[config.mk]
export PLATFORM = sky130hd
export DESIGN_NAME = fractal_escape_time_unit
export DESIGN_NICKNAME = d
export VERILOG_FILES = /design/src/hdl/fet_pkg.sv /design/src/hdl/fet_mul.sv /design/src/hdl/fractal_escape_time_unit.sv
export SDC_FILE = /design/constraint.sdc
export NUM_CORES = 2
export LEC_CHECK = 0
export BUFFER_PORTS_ARGS = -buffer_cell sky130_fd_sc_hd__buf_4
export CAP_MARGIN = 0
export CORE_MARGIN = 5
export CORE_UTILIZATION = 42
export DETAILED_ROUTE_END_ITERATION = 10
export HOLD_SLACK_MARGIN = 0.03
export PLACE_DENSITY = 0.58
export SYNTH_ARGS = -nofsm -noshare
export SYNTH_HDL_FRONTEND = slang
export SYNTH_SLANG_ARGS = --single-unit
[constraint.sdc]
create_clock -name clk -period 14.45 [get_ports clk]
set_input_delay 2.89 -clock clk [delete_from_list [all_inputs] [get_ports clk]]
set_output_delay 2.89 -clock clk [all_outputs]
set_load 0.05 [all_outputs]
[src/hdl/fet_pkg.sv]
// ----------------------------------------------------------------------------
// Fractal escape-time package
// Shared constants, register indexes and sequencer states for the
// escape-time iteration block.
// ----------------------------------------------------------------------------
package fet_pkg;

  localparam int COORD_WIDTH    = 32;
  localparam int FRAC_BITS      = 28;
  localparam int COUNT_WIDTH    = 16;
  localparam int MAX_ITER_RESET = 256;

  localparam int REG_INDEX_WIDTH = 2;

  typedef enum logic [REG_INDEX_WIDTH-1:0] {
    REG_MAX_ITER   = 2'd0,
    REG_JULIA_MODE = 2'd1,
    REG_JULIA_C_RE = 2'd2,
    REG_JULIA_C_IM = 2'd3
  } reg_index_t;

  typedef enum logic [2:0] {
    ST_IDLE,
    ST_SQ_RE,
    ST_SQ_IM,
    ST_TEST,
    ST_CROSS,
    ST_UPDATE
  } state_t;

endpackage

[src/hdl/fet_mul.sv]
// ----------------------------------------------------------------------------
// Shared signed multiplier
// Full-precision signed product with a registered result; the product is
// loaded only when enabled and holds otherwise.
// ----------------------------------------------------------------------------
module fet_mul #(
  parameter int WIDTH = fet_pkg::COORD_WIDTH
) (
  input  logic                      clk,
  input  logic                      en,
  input  logic signed [WIDTH-1:0]   a,
  input  logic signed [WIDTH-1:0]   b,
  output logic signed [2*WIDTH-1:0] p
);

  always_ff @(posedge clk) begin
    if (en) begin
      p <= a * b;
    end
  end

endmodule

[src/hdl/fractal_escape_time_unit.sv]
// ----------------------------------------------------------------------------
// Fractal escape-time unit
// Iterates z = z*z + c on one fixed-point point at a time and reports the
// iteration at which |z|^2 first exceeds four.
// ----------------------------------------------------------------------------
// Usage:
//   A request on point_re/point_im is taken when in_valid and in_ready are
//   both high; in_ready is high only while the sequencer is idle. Points are
//   signed with FRAC_BITS fraction bits. In Mandelbrot mode c is the point,
//   in Julia mode c is the configured constant and iteration zero is never
//   tested for escape.
//   Sequencing: the shared multiplier runs three products per iteration. After
//   acceptance each pass steps through the two square states and the test,
//   cross and update states; the first pass only forms the first update of z,
//   and each later test checks one iteration index. A point that never escapes
//   gives no result. With max_iterations of zero the request is taken and
//   dropped at once.
//   The result sits in an output register; the next point may start while it
//   waits. If a second escape is found while the first is still not taken,
//   the sequencer holds until out_ready frees the register.
//   Reset clears the sequencer and output valid and restores the registers
//   to a limit of 256, Mandelbrot mode and a zero Julia constant.
// ----------------------------------------------------------------------------
module fractal_escape_time_unit #(
  parameter int COORD_WIDTH = fet_pkg::COORD_WIDTH,
  parameter int FRAC_BITS   = fet_pkg::FRAC_BITS,
  parameter int COUNT_WIDTH = fet_pkg::COUNT_WIDTH
) (
  input  logic                                    clk,
  input  logic                                    rst,
  input  logic                                    cfg_we,
  input  logic [fet_pkg::REG_INDEX_WIDTH-1:0]     cfg_index,
  input  logic [(COORD_WIDTH > COUNT_WIDTH ? COORD_WIDTH : COUNT_WIDTH)-1:0] cfg_data,
  input  logic                                    in_valid,
  output logic                                    in_ready,
  input  logic signed [COORD_WIDTH-1:0]           point_re,
  input  logic signed [COORD_WIDTH-1:0]           point_im,
  output logic                                    out_valid,
  input  logic                                    out_ready,
  output logic signed [COORD_WIDTH-1:0]           out_re,
  output logic signed [COORD_WIDTH-1:0]           out_im,
  output logic [COUNT_WIDTH-1:0]                  escape_index
);

  localparam int W     = COORD_WIDTH;
  localparam int MAG_W = (2*W+1 > 2*FRAC_BITS+3) ? 2*W+1 : 2*FRAC_BITS+3;
  localparam logic [MAG_W-1:0] FOUR = {{(MAG_W-1){1'b0}}, 1'b1} << (2*FRAC_BITS+2);

  // Configuration registers.
  logic [COUNT_WIDTH-1:0] max_iterations;
  logic                   julia_mode;
  logic signed [W-1:0]    julia_c_re;
  logic signed [W-1:0]    julia_c_im;

  fet_pkg::state_t state, state_next;

  logic signed [W-1:0]     pre, pim, zre, zim;
  logic signed [2*W-1:0]   rr, ii;
  logic signed [2*W:0]     diff;
  logic [COUNT_WIDTH-1:0]  it;
  logic                    primed;

  logic                    mul_en;
  logic signed [W-1:0]     mul_a, mul_b;
  logic signed [2*W-1:0]   prod;

  logic                    accept, load_out, escape, last;
  logic [COUNT_WIDTH:0]    it_plus;
  logic [MAG_W-1:0]        mag;
  logic signed [W-1:0]     cre, cim;
  logic signed [2*W:0]     diff_sh;
  logic signed [2*W+1:0]   sum_re;
  logic signed [2*W-1:0]   ri_sh;
  logic signed [2*W:0]     sum_im;
  logic signed [W-1:0]     sat_re, sat_im;

  fet_mul #(
    .WIDTH(W)
  ) u_mul (
    .clk(clk),
    .en (mul_en),
    .a  (mul_a),
    .b  (mul_b),
    .p  (prod)
  );

  // Configuration writes.
  always_ff @(posedge clk) begin
    if (rst) begin
      max_iterations <= COUNT_WIDTH'(fet_pkg::MAX_ITER_RESET);
      julia_mode     <= 1'b0;
      julia_c_re     <= '0;
      julia_c_im     <= '0;
    end else if (cfg_we) begin
      case (fet_pkg::reg_index_t'(cfg_index))
        fet_pkg::REG_MAX_ITER:   max_iterations <= cfg_data[COUNT_WIDTH-1:0];
        fet_pkg::REG_JULIA_MODE: julia_mode     <= cfg_data[0];
        fet_pkg::REG_JULIA_C_RE: julia_c_re     <= cfg_data[W-1:0];
        fet_pkg::REG_JULIA_C_IM: julia_c_im     <= cfg_data[W-1:0];
        default: ;
      endcase
    end
  end

  assign cre = julia_mode ? julia_c_re : pre;
  assign cim = julia_mode ? julia_c_im : pim;

  // The escape test uses the fresh square of the imaginary part straight
  // from the multiplier, since ii is loaded in the same cycle.
  assign mag     = MAG_W'($unsigned(rr)) + MAG_W'($unsigned(prod));
  assign escape  = primed && (mag > FOUR) && !(julia_mode && (it == '0));
  assign it_plus = {1'b0, it} + 1'b1;
  assign last    = (it_plus == {1'b0, max_iterations});

  // Next z, each part floored and clamped to the coordinate range.
  assign diff_sh = diff >>> FRAC_BITS;
  assign sum_re  = {diff_sh[2*W], diff_sh} + {{(W+2){cre[W-1]}}, cre};
  assign ri_sh   = prod >>> (FRAC_BITS - 1);
  assign sum_im  = {ri_sh[2*W-1], ri_sh} + {{(W+1){cim[W-1]}}, cim};

  always_comb begin
    if (sum_re[2*W+1:W-1] == {(W+3){sum_re[2*W+1]}}) begin
      sat_re = sum_re[W-1:0];
    end else begin
      sat_re = {sum_re[2*W+1], {(W-1){~sum_re[2*W+1]}}};
    end
    if (sum_im[2*W:W-1] == {(W+2){sum_im[2*W]}}) begin
      sat_im = sum_im[W-1:0];
    end else begin
      sat_im = {sum_im[2*W], {(W-1){~sum_im[2*W]}}};
    end
  end

  always_ff @(posedge clk) begin
    if (rst) begin
      state <= fet_pkg::ST_IDLE;
    end else begin
      state <= state_next;
    end
  end

  always_comb begin
    state_next = state;
    in_ready   = 1'b0;
    accept     = 1'b0;
    load_out   = 1'b0;
    mul_en     = 1'b0;
    mul_a      = zre;
    mul_b      = zre;
    case (state)
      fet_pkg::ST_IDLE: begin
        in_ready = 1'b1;
        if (in_valid) begin
          accept = 1'b1;
          if (max_iterations != '0) begin
            state_next = fet_pkg::ST_SQ_RE;
          end
        end
      end
      fet_pkg::ST_SQ_RE: begin
        mul_en     = 1'b1;
        state_next = fet_pkg::ST_SQ_IM;
      end
      fet_pkg::ST_SQ_IM: begin
        mul_en     = 1'b1;
        mul_a      = zim;
        mul_b      = zim;
        state_next = fet_pkg::ST_TEST;
      end
      fet_pkg::ST_TEST: begin
        if (escape) begin
          if (!out_valid || out_ready) begin
            load_out   = 1'b1;
            state_next = fet_pkg::ST_IDLE;
          end
        end else if (primed && last) begin
          state_next = fet_pkg::ST_IDLE;
        end else begin
          state_next = fet_pkg::ST_CROSS;
        end
      end
      fet_pkg::ST_CROSS: begin
        mul_en     = 1'b1;
        mul_a      = zre;
        mul_b      = zim;
        state_next = fet_pkg::ST_UPDATE;
      end
      fet_pkg::ST_UPDATE: begin
        state_next = fet_pkg::ST_SQ_RE;
      end
      default: begin
        state_next = fet_pkg::ST_IDLE;
      end
    endcase
  end

  always_ff @(posedge clk) begin
    if (rst) begin
      it     <= '0;
      primed <= 1'b0;
    end else if (accept) begin
      it     <= '0;
      primed <= 1'b0;
    end else if (state == fet_pkg::ST_UPDATE) begin
      primed <= 1'b1;
    end else if (state == fet_pkg::ST_TEST && primed && !escape && !last) begin
      it <= it_plus[COUNT_WIDTH-1:0];
    end
  end

  always_ff @(posedge clk) begin
    if (accept) begin
      pre <= point_re;
      pim <= point_im;
      zre <= point_re;
      zim <= point_im;
    end
    if (state == fet_pkg::ST_SQ_IM) begin
      rr <= prod;
    end
    if (state == fet_pkg::ST_TEST) begin
      ii <= prod;
    end
    if (state == fet_pkg::ST_CROSS) begin
      diff <= {rr[2*W-1], rr} - {ii[2*W-1], ii};
    end
    if (state == fet_pkg::ST_UPDATE) begin
      zre <= sat_re;
      zim <= sat_im;
    end
  end

  // Output register.
  always_ff @(posedge clk) begin
    if (rst) begin
      out_valid <= 1'b0;
    end else if (load_out) begin
      out_valid <= 1'b1;
    end else if (out_ready) begin
      out_valid <= 1'b0;
    end
  end

  always_ff @(posedge clk) begin
    if (load_out) begin
      out_re       <= pre;
      out_im       <= pim;
      escape_index <= it;
    end
  end

  a_index_below_limit: assert property (@(posedge clk) disable iff (rst)
    load_out |=> (escape_index < max_iterations))
    else $error("escape index at or beyond the iteration limit");

  a_julia_skips_first: assert property (@(posedge clk) disable iff (rst)
    load_out |=> !(julia_mode && (escape_index == '0)))
    else $error("Julia point escaped on iteration zero");

  a_count_in_range: assert property (@(posedge clk) disable iff (rst)
    (state != fet_pkg::ST_IDLE) |-> (it < max_iterations))
    else $error("iteration counter ran past the limit");

  a_no_escape_before_update: assert property (@(posedge clk) disable iff (rst)
    (state == fet_pkg::ST_TEST && !primed) |-> !load_out)
    else $error("result loaded before the first update of z");

endmodule
# Yosys cells after proc, flatten, opt, wreduce, memory -nomap -nowiden
# Cells that the tools add are included.
# op_classes
n_eq_ne	14
n_mul	1
n_reduce_logical	27
bitwise	3
order_cmp	1
addsub	5
muxes	25
# op_table
op	count
$mux 32	10
$add 37x32->38	2
$add 64x64->65	1
$gt 65x59->1 const B	1
$sub 64x64->65	1
$mul 32x32->64	1
$eq 34x34->1	1
$eq 33x33->1	1
$pmux 3 s6	1
$add 16x1->17 const B	1
$eq 17x16->1	1
$logic_not 16->1	1
$reduce_bool 16->1	1
$mux 3	5
$reduce_and 2->1	5
$mux 1	9
$logic_and 1x1->1	7
$eq 3x2->1 const B	2
$eq 3x3->1 const B	2
$eq 2x2->1 const B	2
$logic_not 1->1	4
$ne 2x2->1 const B	2
$reduce_bool 2->1	2
$reduce_or 2->1	2
9 further kinds	11
# totals
ff_bits	567
wordCells	95
output_inout_bits	82

# Depth between registers and ports, before layout
# depth
ltp_word	8
depth_mapped	40

# By module
# Synthesis repeated with hierarchy kept, for this count alone.
# hier_totals
hier_cells	6788
area_unflattened_um2	66973.0
# by_module_without_submodules
module	instances	area_per_inst_um2	seq_area_each_um2	cells_each
fet_mul	1	38319.3	1921.8	4009
fractal_escape_time_unit	1	28653.7	13242.7	2779

# Worst setup path after synthesis
# Ideal clock, no wire load.
# synth_path
path_type	register to register
start	register state[0]
end	register u_mul.p[61] (data pin)
arrival_ns	10.590
n_path_buf	4
setup_slack_ns	3.599
synth_period_minus_slack_ns	10.851
stages_incl_launch_ff	32
path_cell_list	dfxtp_1 clkbuf_1 nor3_1 clkbuf_1 buf_1 clkbuf_1 o22ai_1 fa_1 fa_1 fa_1 fa_1 inv_1 fa_1 fa_1 fa_1 inv_1 fa_1 inv_1 ha_1 a21o_1 a31o_2 a221oi_1 o21ai_0 nor4_1 a211oi_1 nor3_1 o21ai_0 a21o_1 a211oi_1 o21bai_1 a21o_1 xor2_1
# synth_between
elab_chain_len	4
# synth_rtl
item	line_no	source
start: declaration	fractal_escape_time_unit.sv:55	fet_pkg::state_t state, state_next;
start signal: assignment	fractal_escape_time_unit.sv:136	state <= fet_pkg::ST_IDLE;
start signal: assignment	fractal_escape_time_unit.sv:138	state <= state_next;
$eq 3x2->1 / $eq 3x3->1 (equally long branches)	fractal_escape_time_unit.sv:150	case (state)
$reduce_or 2->1 (no source line)	--	
$mux 32	fractal_escape_time_unit.sv:150	
$mul 32x32->64 *	fet_mul.sv:18	p <= a * b;
end signal: assignment	fet_mul.sv:18	
end: declaration	fet_mul.sv:13	output logic signed [2*WIDTH-1:0] p
# Every way passes the cells marked *; elsewhere a longest branch is shown, timed or not.
# A chain may end at the register's enable or synchronous reset.

# Worst setup path after layout
# layout_path
start	register state[1]
end	register u_mul.p[61] (data pin)
# Same word-level chain as after synthesis.

==> reports/metrics.yaml <==
status:
  status: "complete, no violations"
floorplanning:
  coreArea_mm2: 0.156
  ios: 185
  row_count: 145
  dieArea_mm2: 0.165
  die_h_um: 407
  start_util: 0.423
  die_w_um: 407
sta:
  rsz0062_at_grt: "no"
  fin_crit_ns: 11.59
  fin_crit_sh: 0.802
  hold_viol: 0
  final-setup-viol-count: 0
  slew_violations: 0
  relSlewSlack: 0.164
  tightest_slew_ns: 1.24
  fin_tns_setup_ns: 0
  skew_ns: 0.0442
  max_freq_mhz: 86.3
synthesis:
  yosys.area_share.simple: 0.131
  synth_fa_ha_area_frac: 0.402
  yosys_warnings: 0
  synth_top_family_by_area: "adder cells"
  synth_area_mm2: 0.0660
  synthArstFlopShare: 0
  yosysUniqueCellTypes: 86
  synth_seq_cells: 539
  syn_area_per_cell_um2: 9.67
  synth_edf_count: 437
  ys.flop_type: "edfxtp_1"
  muxShareOfSynthArea: 0.0279
  synth_xor_area_frac: 0.0271
  syn_inst: 6829
  syn_nets: 8404
  synth_compound_area_frac: 0.102
  ys_seq_area_frac: 0.230
clocking:
  root_buffer: "clkbuf_16"
  clock_latency_ns: 0.64
  post-cts-setup-buffer-count: 0
  htreeDepth: 3
  numClockSinks: 539
  hold_buffers: 0
  ctsLongestPathBuffers: 3
  cts_inserted_buffers: 66
  post_cts_resized: 0
  tritoncts: "built"
  path_clk_slew_ns: 0.06
placement:
  dp_hpwl_mm: 184
  port_buffers: 184
  dpl.cell_count: 8877
  routabilityCongestion: 0.958
global_routing:
  grt_pass1_wl_mm: 346
  top_usage_layer: "met2"
  use_met3: 0.0625
  met2_usage: 0.452
  grt_overflow: 0
  grt_pass1_vias: 52700
  antenna_found_initial: 11
  grt_start_max_net_pins: 141
  grt_use_total: 0.285
  met1_usage: 0.382
routing:
  drc_errors: 0
  drtAntennaViolNets: 0
  post_drt_wl_per_cell_um: 26.0
  vias: 51300
  postRouteWirelength_mm: 234
  first_pass_iters: 6
  drt_iter0_drc: 4669
  avgViaCountPerCell: 5.70
finish:
  stdcell_count: 8997
  syn2layout_area_growth_pct: 8.83
  fill_cells: 14900
  final_net_count: 8462
  ff_latch_area_mm2: 0.0152
  multi_input_area_mm2: 0.0458
  layout-drive-gt1-share: 0.0796
setup_path:
  startpoint_type: "flop"
  crit_family: "adder cells"
  cp_max_fo: 58
  rrSetupSlack_ns: 2.86
  crit_arrival_ns: 11.96
  cp_num_buf_inv: 5
  cp_slowest_stage_delay_ns: 0.98
  worst_path_max_delay_cell: "mux2i_1"
  critPathRequiredTime_ns: 14.82
  rr_endpoint: "u_mul.p[61]"
  crit_path_end_kind: "flop"
  path_common_cell: "fa_1"
  path_class: "reg2reg"
  rr_startpoint: "state[1]"
  reg2reg_depth: 31
run:
  maxCapViolations: 0
min_path:
  hold_path.class: "reg2reg"
  min-delay-start: "pre[22]"
  hold_depth: 0
  holdPathEnd: "out_re[22]"
sequential cells by signal, summed over array words and instances (netlist names), 37 cells and up:
register / flops
ii: 64
rr: 64
u_mul.p: 64
diff: 37
synthesized netlist by cell type (73+ instances only):
library cell / number / area [um^2]
dfxtp_1: 102 / 2040
nand2_1: 920 / 3450
mux2i_1: 73 / 731
clkbuf_1: 240 / 901
edfxtp_1: 437 / 13100
nor2_1: 705 / 2650
inv_1: 1104 / 4140
fa_1: 1085 / 21700
o21ai_0: 138 / 691
a21o_1: 117 / 878
a21oi_1: 341 / 1710
mux2_2: 97 / 1090
xnor2_1: 142 / 1240
ha_1: 387 / 4840
metal layers:
| metal | up-vias | wire, um |
|---|---|---|
| met5 | - | 28 |
| met4 | 4 | 10800 |
| met3 | 482 | 21200 |
| met2 | 2274 | 107000 |
| met1 | 26200 | 95200 |
| li1 | 22300 | - |
placed cells by master, fill, tap and decap left out, drive strengths merged, types with 16 or more instances in the layout:
master and count:
or3 20, o21ai 140, nand2 922, o31ai 34
clkbuf 90, o21a 49, o22ai 16, a211oi 34
a21o 117, mux2i 73, clkinv 17, edfxtp 437
a21oi 341, o21bai 36, buf 274, fa 1085
xnor2 142, and3 37, a221o 62, or4 19
mux2 99, nand2b 39, nand3 70, nor2 705
o211ai 20, dfxtp 102, and2 23, ha 387
nor3 53, nand4 51, inv 1108, xor2 62
nor2b 27, a31oi 27, nor4 21
per-stage QoR:
stage / hold slack, ns / area, um^2 / util / worst slack (ns)
2_1_floorplan: 0.406 / 66000 / - / 3.60
3_3_place_gp: 0.425 / 69800 / 0.447 / 3.21
3_5_place_dp: 0.430 / 69800 / 0.447 / 3.04
4_1_cts: 0.441 / 71900 / 0.460 / 3.00
5_1_grt: 0.448 / 71900 / 0.460 / 2.32
6_report: 0.443 / 71900 / 0.460 / 2.86
area by class of cell:
type | count | area share
Antenna cell | 2 | 0.0000696
Sequential cell | 539 | 0.211
Clock inverter | 28 | 0.00341
Timing Repair Buffer | 274 | 0.0288
Inverter | 1105 | 0.0577
Multi-Input combinational cell | 4901 | 0.638
Tap cell | 2058 | 0.0358
Clock buffer | 90 | 0.0255
cells by family (layout without fill, tap and decap cells):
logic type | Yosys count | after routing
AND/OR/NAND/NOR | 2038 | 2038
adder cells (fa/ha/maj) | 1472 | 1472
buffers and inverters | 1389 | 1497
AO/OA/AOI/OAI | 1015 | 1015
flip-flops | 539 | 539
XOR/XNOR | 204 | 204
multiplexers | 172 | 172
other | 0 | 2
worst reg2reg max path, delay by kind of cell (launching register included):
family                   cells  cell delay [ns]
AO/OA/AOI/OAI               10             3.14
XOR/XNOR                     1             0.15
adder cells (fa/ha/maj)      9             4.30
buffers and inverters        5             0.30
flip-flops                   1             0.41
multiplexers                 1             1.08
AND/OR/NAND/NOR              5             1.95
worst max-delay path by stage:
stage / start / endpoint / slack (ns) / cells past startpoint
2_1_floorplan: state[0] / u_mul.p[61] / 3.60 / 31
3_3_place_gp: state[1] / u_mul.p[61] / 3.21 / 33
3_5_place_dp: state[1] / u_mul.p[61] / 3.04 / 33
4_1_cts: state[1] / u_mul.p[61] / 3.00 / 33
5_1_grt: state[1] / u_mul.p[61] / 2.32 / 32
6_report: state[1] / u_mul.p[61] / 2.86 / 31
Power is not shown: default switching activity piles up to over one toggle a cycle in this logic, so the estimate is an artifact.
